===== src/hdl/hmvn_pkg.sv =====
package hmvn_pkg;

    localparam int DEF_MAX_COLUMNS = 1024;
    localparam int DEF_MAX_ROWS    = 1024;

    localparam int CFG_W      = 11;
    localparam int CFG_IDX_W  = 2;
    localparam int HEIGHT_W   = 16;
    localparam int NORM_W     = 16;
    localparam int NORMY_W    = 15;
    localparam int POS_W      = 10;
    localparam int TDATA_W    = 72;

    localparam int FACE_W     = HEIGHT_W + 1;
    localparam int SUM_W      = FACE_W + 2;
    localparam int Y_W        = 11;
    localparam int MAG_W      = SUM_W;
    localparam int SQ_W       = 2 * MAG_W;
    localparam int SQ_SUM_W   = SQ_W + 2;
    localparam int Q_W        = 15;
    localparam int ACC_W      = 76;
    localparam int Y_UNIT     = 256;

    localparam logic [CFG_W-1:0] RESET_COLUMNS = CFG_W'(256);
    localparam logic [CFG_W-1:0] RESET_ROWS    = CFG_W'(256);

    localparam logic [CFG_IDX_W-1:0] REG_GRID_COLUMNS = CFG_IDX_W'(0);
    localparam logic [CFG_IDX_W-1:0] REG_GRID_ROWS    = CFG_IDX_W'(1);

    typedef struct packed {
        logic accept;
        logic read_next;
        logic face;
        logic square;
        logic start;
        logic load;
        logic second;
    } cmd_t;

    typedef struct packed {
        logic emit;
        logic two;
        logic done;
        logic out_free;
    } status_t;

endpackage


===== src/hdl/hmvn_ctrl.sv =====
module hmvn_ctrl (
    input  logic              aclk,
    input  logic              aresetn,
    input  logic              s_tvalid,
    output logic              s_tready,
    input  hmvn_pkg::status_t status,
    output hmvn_pkg::cmd_t    cmd
);

    typedef enum logic [2:0] {
        ST_IDLE, ST_READ, ST_FACE, ST_SQUARE, ST_START, ST_WAIT, ST_LOAD
    } state_t;

    state_t state_reg;
    logic   second_reg;

    assign s_tready = state_reg == ST_IDLE;

    always_comb begin
        cmd           = '0;
        cmd.second    = second_reg;
        cmd.accept    = (state_reg == ST_IDLE) && s_tvalid;
        cmd.read_next = state_reg == ST_READ;
        cmd.face      = state_reg == ST_FACE;
        cmd.square    = state_reg == ST_SQUARE;
        cmd.start     = state_reg == ST_START;
        cmd.load      = (state_reg == ST_LOAD) && status.out_free;
    end

    always_ff @(posedge aclk) begin
        if (!aresetn) begin
            state_reg  <= ST_IDLE;
            second_reg <= 1'b0;
        end else begin
            case (state_reg)
                ST_IDLE:   if (s_tvalid) state_reg <= ST_READ;
                ST_READ:   state_reg <= ST_FACE;
                ST_FACE: begin
                    second_reg <= 1'b0;
                    state_reg  <= status.emit ? ST_SQUARE : ST_IDLE;
                end
                ST_SQUARE: state_reg <= ST_START;
                ST_START:  state_reg <= ST_WAIT;
                ST_WAIT:   if (status.done) state_reg <= ST_LOAD;
                ST_LOAD: begin
                    if (status.out_free) begin
                        if (!second_reg && status.two) begin
                            second_reg <= 1'b1;
                            state_reg  <= ST_SQUARE;
                        end else begin
                            state_reg <= ST_IDLE;
                        end
                    end
                end
                default:   state_reg <= ST_IDLE;
            endcase
        end
    end

endmodule


===== config.mk =====
export PLATFORM = sky130hd
export DESIGN_NAME = hmvn_ctrl
export DESIGN_NICKNAME = d
export VERILOG_FILES = /design/src/hdl/hmvn_pkg.sv /design/src/hdl/hmvn_ctrl.sv
export SDC_FILE = /design/constraint.sdc
export NUM_CORES = 1
export LEC_CHECK = 0
export ABC_AREA = 1
export BUFFER_PORTS_ARGS = -buffer_cell sky130_fd_sc_hd__buf_2
export CORE_AREA = 4 4 41 43
export DETAILED_ROUTE_END_ITERATION = 10
export DIE_AREA = 0 0 45 47
export MAX_ROUTING_LAYER = met4
export PLACE_DENSITY = 0.44
export SYNTH_ARGS = -nofsm -noshare
export SYNTH_HDL_FRONTEND = slang
export SYNTH_SLANG_ARGS = --single-unit

===== constraint.sdc =====
create_clock -name aclk -period 1.2 [get_ports aclk]
set_input_delay 0.24 -clock aclk [delete_from_list [all_inputs] [get_ports aclk]]
set_output_delay 0.24 -clock aclk [all_outputs]
set_load 0.02 [all_outputs]

* After elaboration in Yosys (flattened, before gate mapping)
Index checks and enable logic that the tools add are counted.
** Storage, ports and cells
- Register bits after elaboration :: 4
- Input bits :: 7
- Output and inout bits :: 8
- Logic and storage cells :: 29
** Operators by class
- Equality and inequality tests :: 10
- Multiplexer cells :: 9
- Reduce and logical (&&, ||, !) cells :: 8
** Operator list (count)
- one-hot mux 3 bit (7 select lines) :: 1
- == test 3 bit, second input constant :: 3
- 2-to-1 mux 3 bit :: 3
- == test 3 x 2 -> 1 bit, second input constant :: 2
- != test 2 bit, second input constant :: 3
- AND reduction 3 bit :: 2
- 2-to-1 mux 2 bit :: 2
- == test 3 x 1 -> 1 bit, second input constant :: 1
- logical AND 1 bit :: 3
- logical NOT 3 bit :: 1
- 2-to-1 mux 1 bit :: 2
- != test 2 x 1 -> 1 bit, second input constant :: 1
- one-hot mux 1 bit (2 select lines) :: 1
- nonzero test 2 bit :: 1
- logical NOT 1 bit :: 1

* Logic depth before layout (Yosys ltp)
Gate-level depths: netlist of the first run.
- Word-level depth :: 5
- Mapped depth :: 8

* Worst setup path before layout of the first run
OpenSTA, ideal clock, no wires.
- Path kind :: reg-to-output
- From :: register state_reg[2]
- To :: output port cmd[1] (netlist bit)
- Data arrival time :: 1174 ps
- Data required time :: 960 ps
- Setup slack :: -214 ps
- Cell stages (with the launch flop) :: 3
- Cells stage by stage :: dfxtp_1 > inv_1 > nor4_1
** RTL lines
- start: declaration :: line hmvn_ctrl.sv:14 : state_t state_reg;
- start signal: assignment :: line hmvn_ctrl.sv:40 : state_reg <= status.emit ? ST_SQUARE : ST_IDLE;
- end: declaration :: line hmvn_ctrl.sv:7 : output hmvn_pkg::cmd_t cmd

==> results of run 1 <==
logic make-up after synthesis:
group / Yosys count / synth area share [%]
AOI/OAI and AO/OA: 5 / 10.27
buffers and inverters: 14 / 20.09
DFF: 4 / 28.57
and+or+nand+nor: 25 / 41.07
metrics by stage:
stage          utilization, %  hold slack [ns]  setup WS [ns]  instances  TNS [ns]
2_1_floorplan               -           0.4024       0.004013         48         0
3_3_place_gp            28.85           0.5246      0.0004742         77         0
3_5_place_dp            28.85           0.5233        0.02399         77         0
4_1_cts                 35.96           0.2805       -0.08159         82   -0.2673
5_1_grt                 40.58           0.3006        -0.1296         85   -0.8069
6_report                40.58           0.2915       -0.07879         85   -0.3016
repair_timing:
| action | in CTS | in global routing |
|---|---|---|
| endpoints found under the setup margin | 7 | 10 |
| pin swaps | 1 | 4 |
| setup buffers | 2 | 3 |
| resized for setup | 24 | 10 |
how the worst min path moves through the flow:
stage                     startpoint                        end  slack [ns]  cells past startpoint
final                        aresetn  state_reg[2]$_SDFFE_PN0P_        0.29                      3
after global routing         aresetn  state_reg[2]$_SDFFE_PN0P_        0.30                      3
after CTS                    aresetn  state_reg[2]$_SDFFE_PN0P_        0.28                      3
after detailed placement     aresetn  state_reg[2]$_SDFFE_PN0P_        0.52                      3
after global placement       aresetn  state_reg[2]$_SDFFE_PN0P_        0.52                      3
after floorplan              aresetn  state_reg[2]$_SDFFE_PN0P_        0.40                      2
power groups by stage:
stage | clock [W] | sequential, W | combinational [W]
after floorplan | 0 | 0.000156 | 0.000101
after global placement | 0 | 0.000160 | 0.000146
after detailed placement | 0 | 0.000159 | 0.000143
after CTS | 0.000172 | 0.000162 | 0.000188
after global routing | 0.000188 | 0.000165 | 0.000249
final | 0.000167 | 0.000162 | 0.000225
placed cells by master (no fill, tap or decap), drive strengths merged:
master  netlist  layout
nand3         5       5
nand4         1       1
a31oi         1       1
buf           1      20
clkbuf        0       3
o211ai        1       1
nand2         7       7
inv          13      13
a21oi         3       3
dfxtp         4       4
nor2          9       9
nor4          1       1
nor3          2       2
worst reg2reg max path, cell delays in order (launching register included):
cell and delay, ns:
dfxtp_4 0.37, nor2_4 0.16, nand2_4 0.08, buf_4 0.14, nor2_4 0.09, inv_1 0.06
a21oi_2 0.12, nor2_1 0.04
metal layers:
layer	global-route usage, %	share of wire, %	up-vias
met5	-	0	-
met4	7.018	0	0
met3	3.448	5.3	0
met2	13.56	57	11
met1	10.43	38	174
li1	-	-	193
layout make-up:
| cell class | instances | share of cell area (%) |
|---|---|---|
| timing repair buffer | 20 | 27.25 |
| multi-input combinational | 30 | 36.97 |
| clock buffer | 3 | 4.265 |
| tap | 15 | 3.555 |
| sequential | 4 | 17.30 |
| inverter | 13 | 10.66 |
==> results.sh, run 1 <==
export IMPL_outcome="finished, violations left"
export IMPL_violations="setup timing"
export IMPL_sw_frac_of_total_pct=35.25
export IMPL_hpwl_um=609.7
export IMPL_final_min_clock_period_ns=1.279
export IMPL_cts_buffers=3
export IMPL_area_growth_pct=88.39
export IMPL_critPathMaxStageDelay_ns=0.38
export IMPL_crit_buf_inv=2
export IMPL_yosysSeqAreaShare_pct=28.57
export IMPL_hold_violations=0
export IMPL_cts_sinks=4
export IMPL_clk_latency_ns=0.23
export IMPL_vias=378
export IMPL_post_drt_wl_per_cell_um=10.34
export IMPL_leakagePower_nw=0.2868
export IMPL_start_util_pct=21.54
export IMPL_drive_gt1_share_pct=60.00
export IMPL_p_int_w=0.0003582
export IMPL_grt_max_degree=7
export IMPL_rr_worst_depth=7
export IMPL_die_area_mm2=0.002115
export IMPL_start_kind="flip-flop"
export IMPL_r2r_end="state_reg[2]$_SDFFE_PN0P_"
export IMPL_yosys_cell_count_top_type="inv_1"
export IMPL_critPathMaxFanout=6
export IMPL_grt_ovfl_total=0
export IMPL_hold_class="input pin to flip-flop"
export IMPL_rr_startpoint="state_reg[0]$_SDFFE_PN0P_"
export IMPL_drt_antenna_violating_nets=0
export IMPL_row_count=13
export IMPL_clock_skew_ns=0.003539
export IMPL_drt_wl_total_um=879
export IMPL_switching_power_w=0.0001950
export IMPL_synth_area_leader_cell="dfxtp_1"
export IMPL_gp_congestion=0.7287
export IMPL_slew_violations=0
export IMPL_crit_slowest_cell="dfxtp_4"
export IMPL_grtUsageTotal_pct=9.372
export IMPL_r2r_slack_ns=0.04
export IMPL_vias_per_cell=4.447
export IMPL_syn_num_nets=55
export IMPL_core_area_mm2=0.001301
export IMPL_drc=0
export IMPL_multi_input_area_um2=195.2
export IMPL_io_pins=15
export IMPL_synthFlopType="dfxtp_1"
export IMPL_hold_buffers=0
export IMPL_worst_slew_pin_slew_ns=0.2103
export IMPL_finalInstanceArea_um2=528.0
export IMPL_synthArstFlopShare_pct=0
export IMPL_critPathKind="flip-flop to primary output"
export IMPL_path_cells="inv_6 -> nor4_2 -> buf_4"
export IMPL_synth_top_area_share_pct=28.57
export IMPL_worstPathArrival_ns=1.04
export IMPL_setup_ws_ns=-0.07879
export IMPL_grt_pass1_wl_um=1331
export IMPL_post_dp_cell_area_um2=375.4
export IMPL_syn_area_um2=280.3
export IMPL_cts_root_buffer="clkbuf_4"
export IMPL_synth_area_leaders="dfxtp_1 29%, inv_1 16%, nor2_1 9.4%"
export IMPL_die_y_um=47
export IMPL_synth_edf_count=0
export IMPL_maxSlewHeadroom_pct=85.92
export IMPL_syn_inst=48
export IMPL_rsz0062_at_grt="true"
export IMPL_p_comb_share_pct=40.6
export IMPL_fin_nets=79
export IMPL_portBuffers=14
export IMPL_antenna_found_initial=0
export IMPL_final_setup_viol_count=7
export IMPL_cp_depth=3
export IMPL_cts_buffer_depth=2
export IMPL_ys_warn_count=0
export IMPL_irDropWorstVdd_uv=395.8
export IMPL_drt_iter0_markers=3
export IMPL_cts_tree="built"
export IMPL_clk_pin_slew_ns=0.04
export IMPL_fmaxAchievable_mhz=782.0
export IMPL_synthTopCellsByCount="12 x inv_1, 7 x nor2_1, 6 x nand2_1"
export IMPL_drv_cap=0
export IMPL_largest_reg_flops=3
export IMPL_cpLargestDelayFamily="flip-flops"
export IMPL_endpoint_kind="primary output"
export IMPL_finalPower_w=0.0005532
export IMPL_firstDrtPassIters=4
export IMPL_required_ns=0.96
export IMPL_finalCritPeriodShare_pct=106.6
export IMPL_ys_types=15
export IMPL_fill_cells=162
export IMPL_htreeDepth=1
export IMPL_synth_seq_cells=4
export IMPL_fp_dieW_um=45
export IMPL_crit_start="state_reg[2]$_SDFFE_PN0P_"
export IMPL_register_area_um2=91.34
export IMPL_antenna_cells=0
export IMPL_seqPwrFrac_pct=29.3
export IMPL_worstSetupEndpoint="cmd[1]"
export IMPL_syn_area_per_cell_um2=5.839
export IMPL_powerDensity_mw_per_mm2=1048
export IMPL_clkPwrFrac_pct=30.1
export IMPL_grt_pass1_vias=332
No activity file was read; power rests on OpenSTA's default activity.
==> inputs of run 2 (changes only) <==
--- a/config.mk
+++ b/config.mk
@@ -6,12 +6,12 @@
 export NUM_CORES = 1
 export LEC_CHECK = 0
 export ABC_AREA = 1
-export BUFFER_PORTS_ARGS = -buffer_cell sky130_fd_sc_hd__buf_2
 export CORE_AREA = 4 4 41 43
 export DETAILED_ROUTE_END_ITERATION = 10
 export DIE_AREA = 0 0 45 47
+export DONT_BUFFER_PORTS = 1
 export MAX_ROUTING_LAYER = met4
-export PLACE_DENSITY = 0.44
+export PLACE_DENSITY = 0.34
 export SYNTH_ARGS = -nofsm -noshare
 export SYNTH_HDL_FRONTEND = slang
 export SYNTH_SLANG_ARGS = --single-unit
==> constraint.sdc (replaced) <==
create_clock -name aclk -period 1.2 [get_ports aclk]
set_input_delay 0.18 -clock aclk [delete_from_list [all_inputs] [get_ports aclk]]
set_output_delay 0.18 -clock aclk [all_outputs]
set_load 0.02 [all_outputs]
==> results.sh, run 2 (same netlist as run 1, synthesis figures left out) <==
export IMPL_outcome="finished, violations left"
export IMPL_violations="setup timing"
export IMPL_area_growth_pct=48.66
export IMPL_grt_max_degree=7
export IMPL_crit_slowest_cell="dfxtp_4"
export IMPL_switching_power_w=0.0001667
export IMPL_finalCritPeriodShare_pct=104.4
export IMPL_fmaxAchievable_mhz=797.9
export IMPL_clk_latency_ns=0.24
export IMPL_hpwl_um=606.6
export IMPL_required_ns=1.02
export IMPL_irDropWorstVdd_uv=351.2
export IMPL_setup_ws_ns=-0.05337
export IMPL_htreeDepth=1
export IMPL_register_area_um2=87.58
export IMPL_vias_per_cell=4.466
export IMPL_rsz0062_at_grt="true"
export IMPL_fill_cells=161
export IMPL_slew_violations=0
export IMPL_post_drt_wl_per_cell_um=10.58
export IMPL_maxSlewHeadroom_pct=86.75
export IMPL_cts_sinks=4
export IMPL_path_cells="nor2_2 -> nand2_2 -> nor2_1 -> buf_4"
export IMPL_multi_input_area_um2=175.2
export IMPL_p_comb_share_pct=33.4
export IMPL_p_int_w=0.0003196
export IMPL_final_common_cell="inv_1"
export IMPL_most_common_layout_cells="9 x inv_1, 7 x buf_4, 5 x nor2_1"
export IMPL_grt_ovfl_total=0
export IMPL_fin_nets=67
export IMPL_powerDensity_mw_per_mm2=1167
export IMPL_start_util_pct=21.54
export IMPL_cts_buffers=3
export IMPL_sw_frac_of_total_pct=34.29
export IMPL_final_setup_viol_count=4
export IMPL_cts_tree="built"
export IMPL_final_min_clock_period_ns=1.253
export IMPL_endpoint_kind="primary output"
export IMPL_row_count=13
export IMPL_gp_congestion=0.6556
export IMPL_die_area_mm2=0.002115
export IMPL_drv_cap=0
export IMPL_critPathKind="flip-flop to primary output"
export IMPL_drt_iter0_markers=2
export IMPL_hold_class="input pin to flip-flop"
export IMPL_pre_cts_ws_ns=0.07358
export IMPL_largest_reg_flops=3
export IMPL_utilization_pct=32.02
export IMPL_worstPathArrival_ns=1.07
export IMPL_antenna_cells=0
export IMPL_drive_gt1_share_pct=48.28
export IMPL_drt_antenna_violating_nets=0
export IMPL_cts_root_buffer="clkbuf_4"
export IMPL_start_kind="flip-flop"
export IMPL_hold_violations=0
export IMPL_grt_pass1_vias=310
export IMPL_grt_pass1_wl_um=1311
export IMPL_vias=326
export IMPL_core_area_mm2=0.001301
export IMPL_clkPwrFrac_pct=34.7
export IMPL_worst_slew_pin_slew_ns=0.1979
export IMPL_critPathMaxFanout=4
export IMPL_fp_dieW_um=45
export IMPL_grtUsageTotal_pct=8.958
export IMPL_seqPwrFrac_pct=31.9
export IMPL_clk_pin_slew_ns=0.04
export IMPL_antenna_found_initial=0
export IMPL_clock_skew_ns=0.003377
export IMPL_cts_buffer_depth=2
export IMPL_drc=0
export IMPL_drt_wl_total_um=772
export IMPL_die_y_um=47
export IMPL_io_pins=15
export IMPL_critPathMaxStageDelay_ns=0.35
export IMPL_portBuffers=0
export IMPL_firstDrtPassIters=4
export IMPL_finalSetupTns_ns=-0.1611
export IMPL_leakagePower_nw=0.2185
export IMPL_post_cts_buffers=0
## run 2: layout make-up
class	count	share of cell area, %
clock buffers	3	5.405
repair buffers	8	15.32
well taps	15	4.505
inverters	13	11.71
multi-input cells	30	42.04
flip-flops and latches	4	21.02
## run 2: power groups by stage
stage	registers, W	logic (W)	clock network, W
2_1_floorplan	0.000156	0.000101	0
3_3_place_gp	0.000154	0.000155	0
3_5_place_dp	0.000153	0.000151	0
4_1_cts	0.000156	0.000159	0.000178
5_1_grt	0.000157	0.000183	0.000185
6_report	0.000155	0.000162	0.000169
## run 2: worst paths after layout
check | depth (start not counted) | slack (ns) | startpoint | endpoint
min reg2reg | 2 | 0.60 | state_reg[1]$_SDFFE_PN0P_ | state_reg[1]$_SDFFE_PN0P_
max reg2reg | 8 | 0.11 | state_reg[0]$_SDFFE_PN0P_ | state_reg[1]$_SDFFE_PN0P_
max | 4 | -0.05 | state_reg[1]$_SDFFE_PN0P_ | cmd[6]
min | 2 | 0.13 | aresetn | state_reg[1]$_SDFFE_PN0P_
## run 2: metrics by stage
step	total power, W	cell area [um2]	cells	hold slack [ns]
2_1_floorplan	0.0002567	286.5	48	0.3424
3_5_place_dp	0.0003035	357.8	70	0.3868
6_report	0.0004863	416.7	73	0.1349
5_1_grt	0.0005254	416.7	73	0.1570
3_3_place_gp	0.0003085	357.8	70	0.3849
4_1_cts	0.0004933	399.1	73	0.1294
## run 2: what timing repair did
action,CTS,global route
hold buffers,0,0
endpoints found under the setup margin,6,8
gates resized for setup,9,6
pin swaps,2,0
## run 2: metal layers
metal	GRT usage [%]	wire length, um	up-vias
met5	-	0	-
met2	12.71	397	8
met3	3.831	39	2
li1	-	-	170
met4	5.263	14	0
met1	10.41	322	146
## run 2: worst max-delay path: cells and delay by family, from the launching register on
family                 cells  cell delay [ns]
and+or+nand+nor            3             0.34
buffers and inverters      1             0.14
DFF                        1             0.35
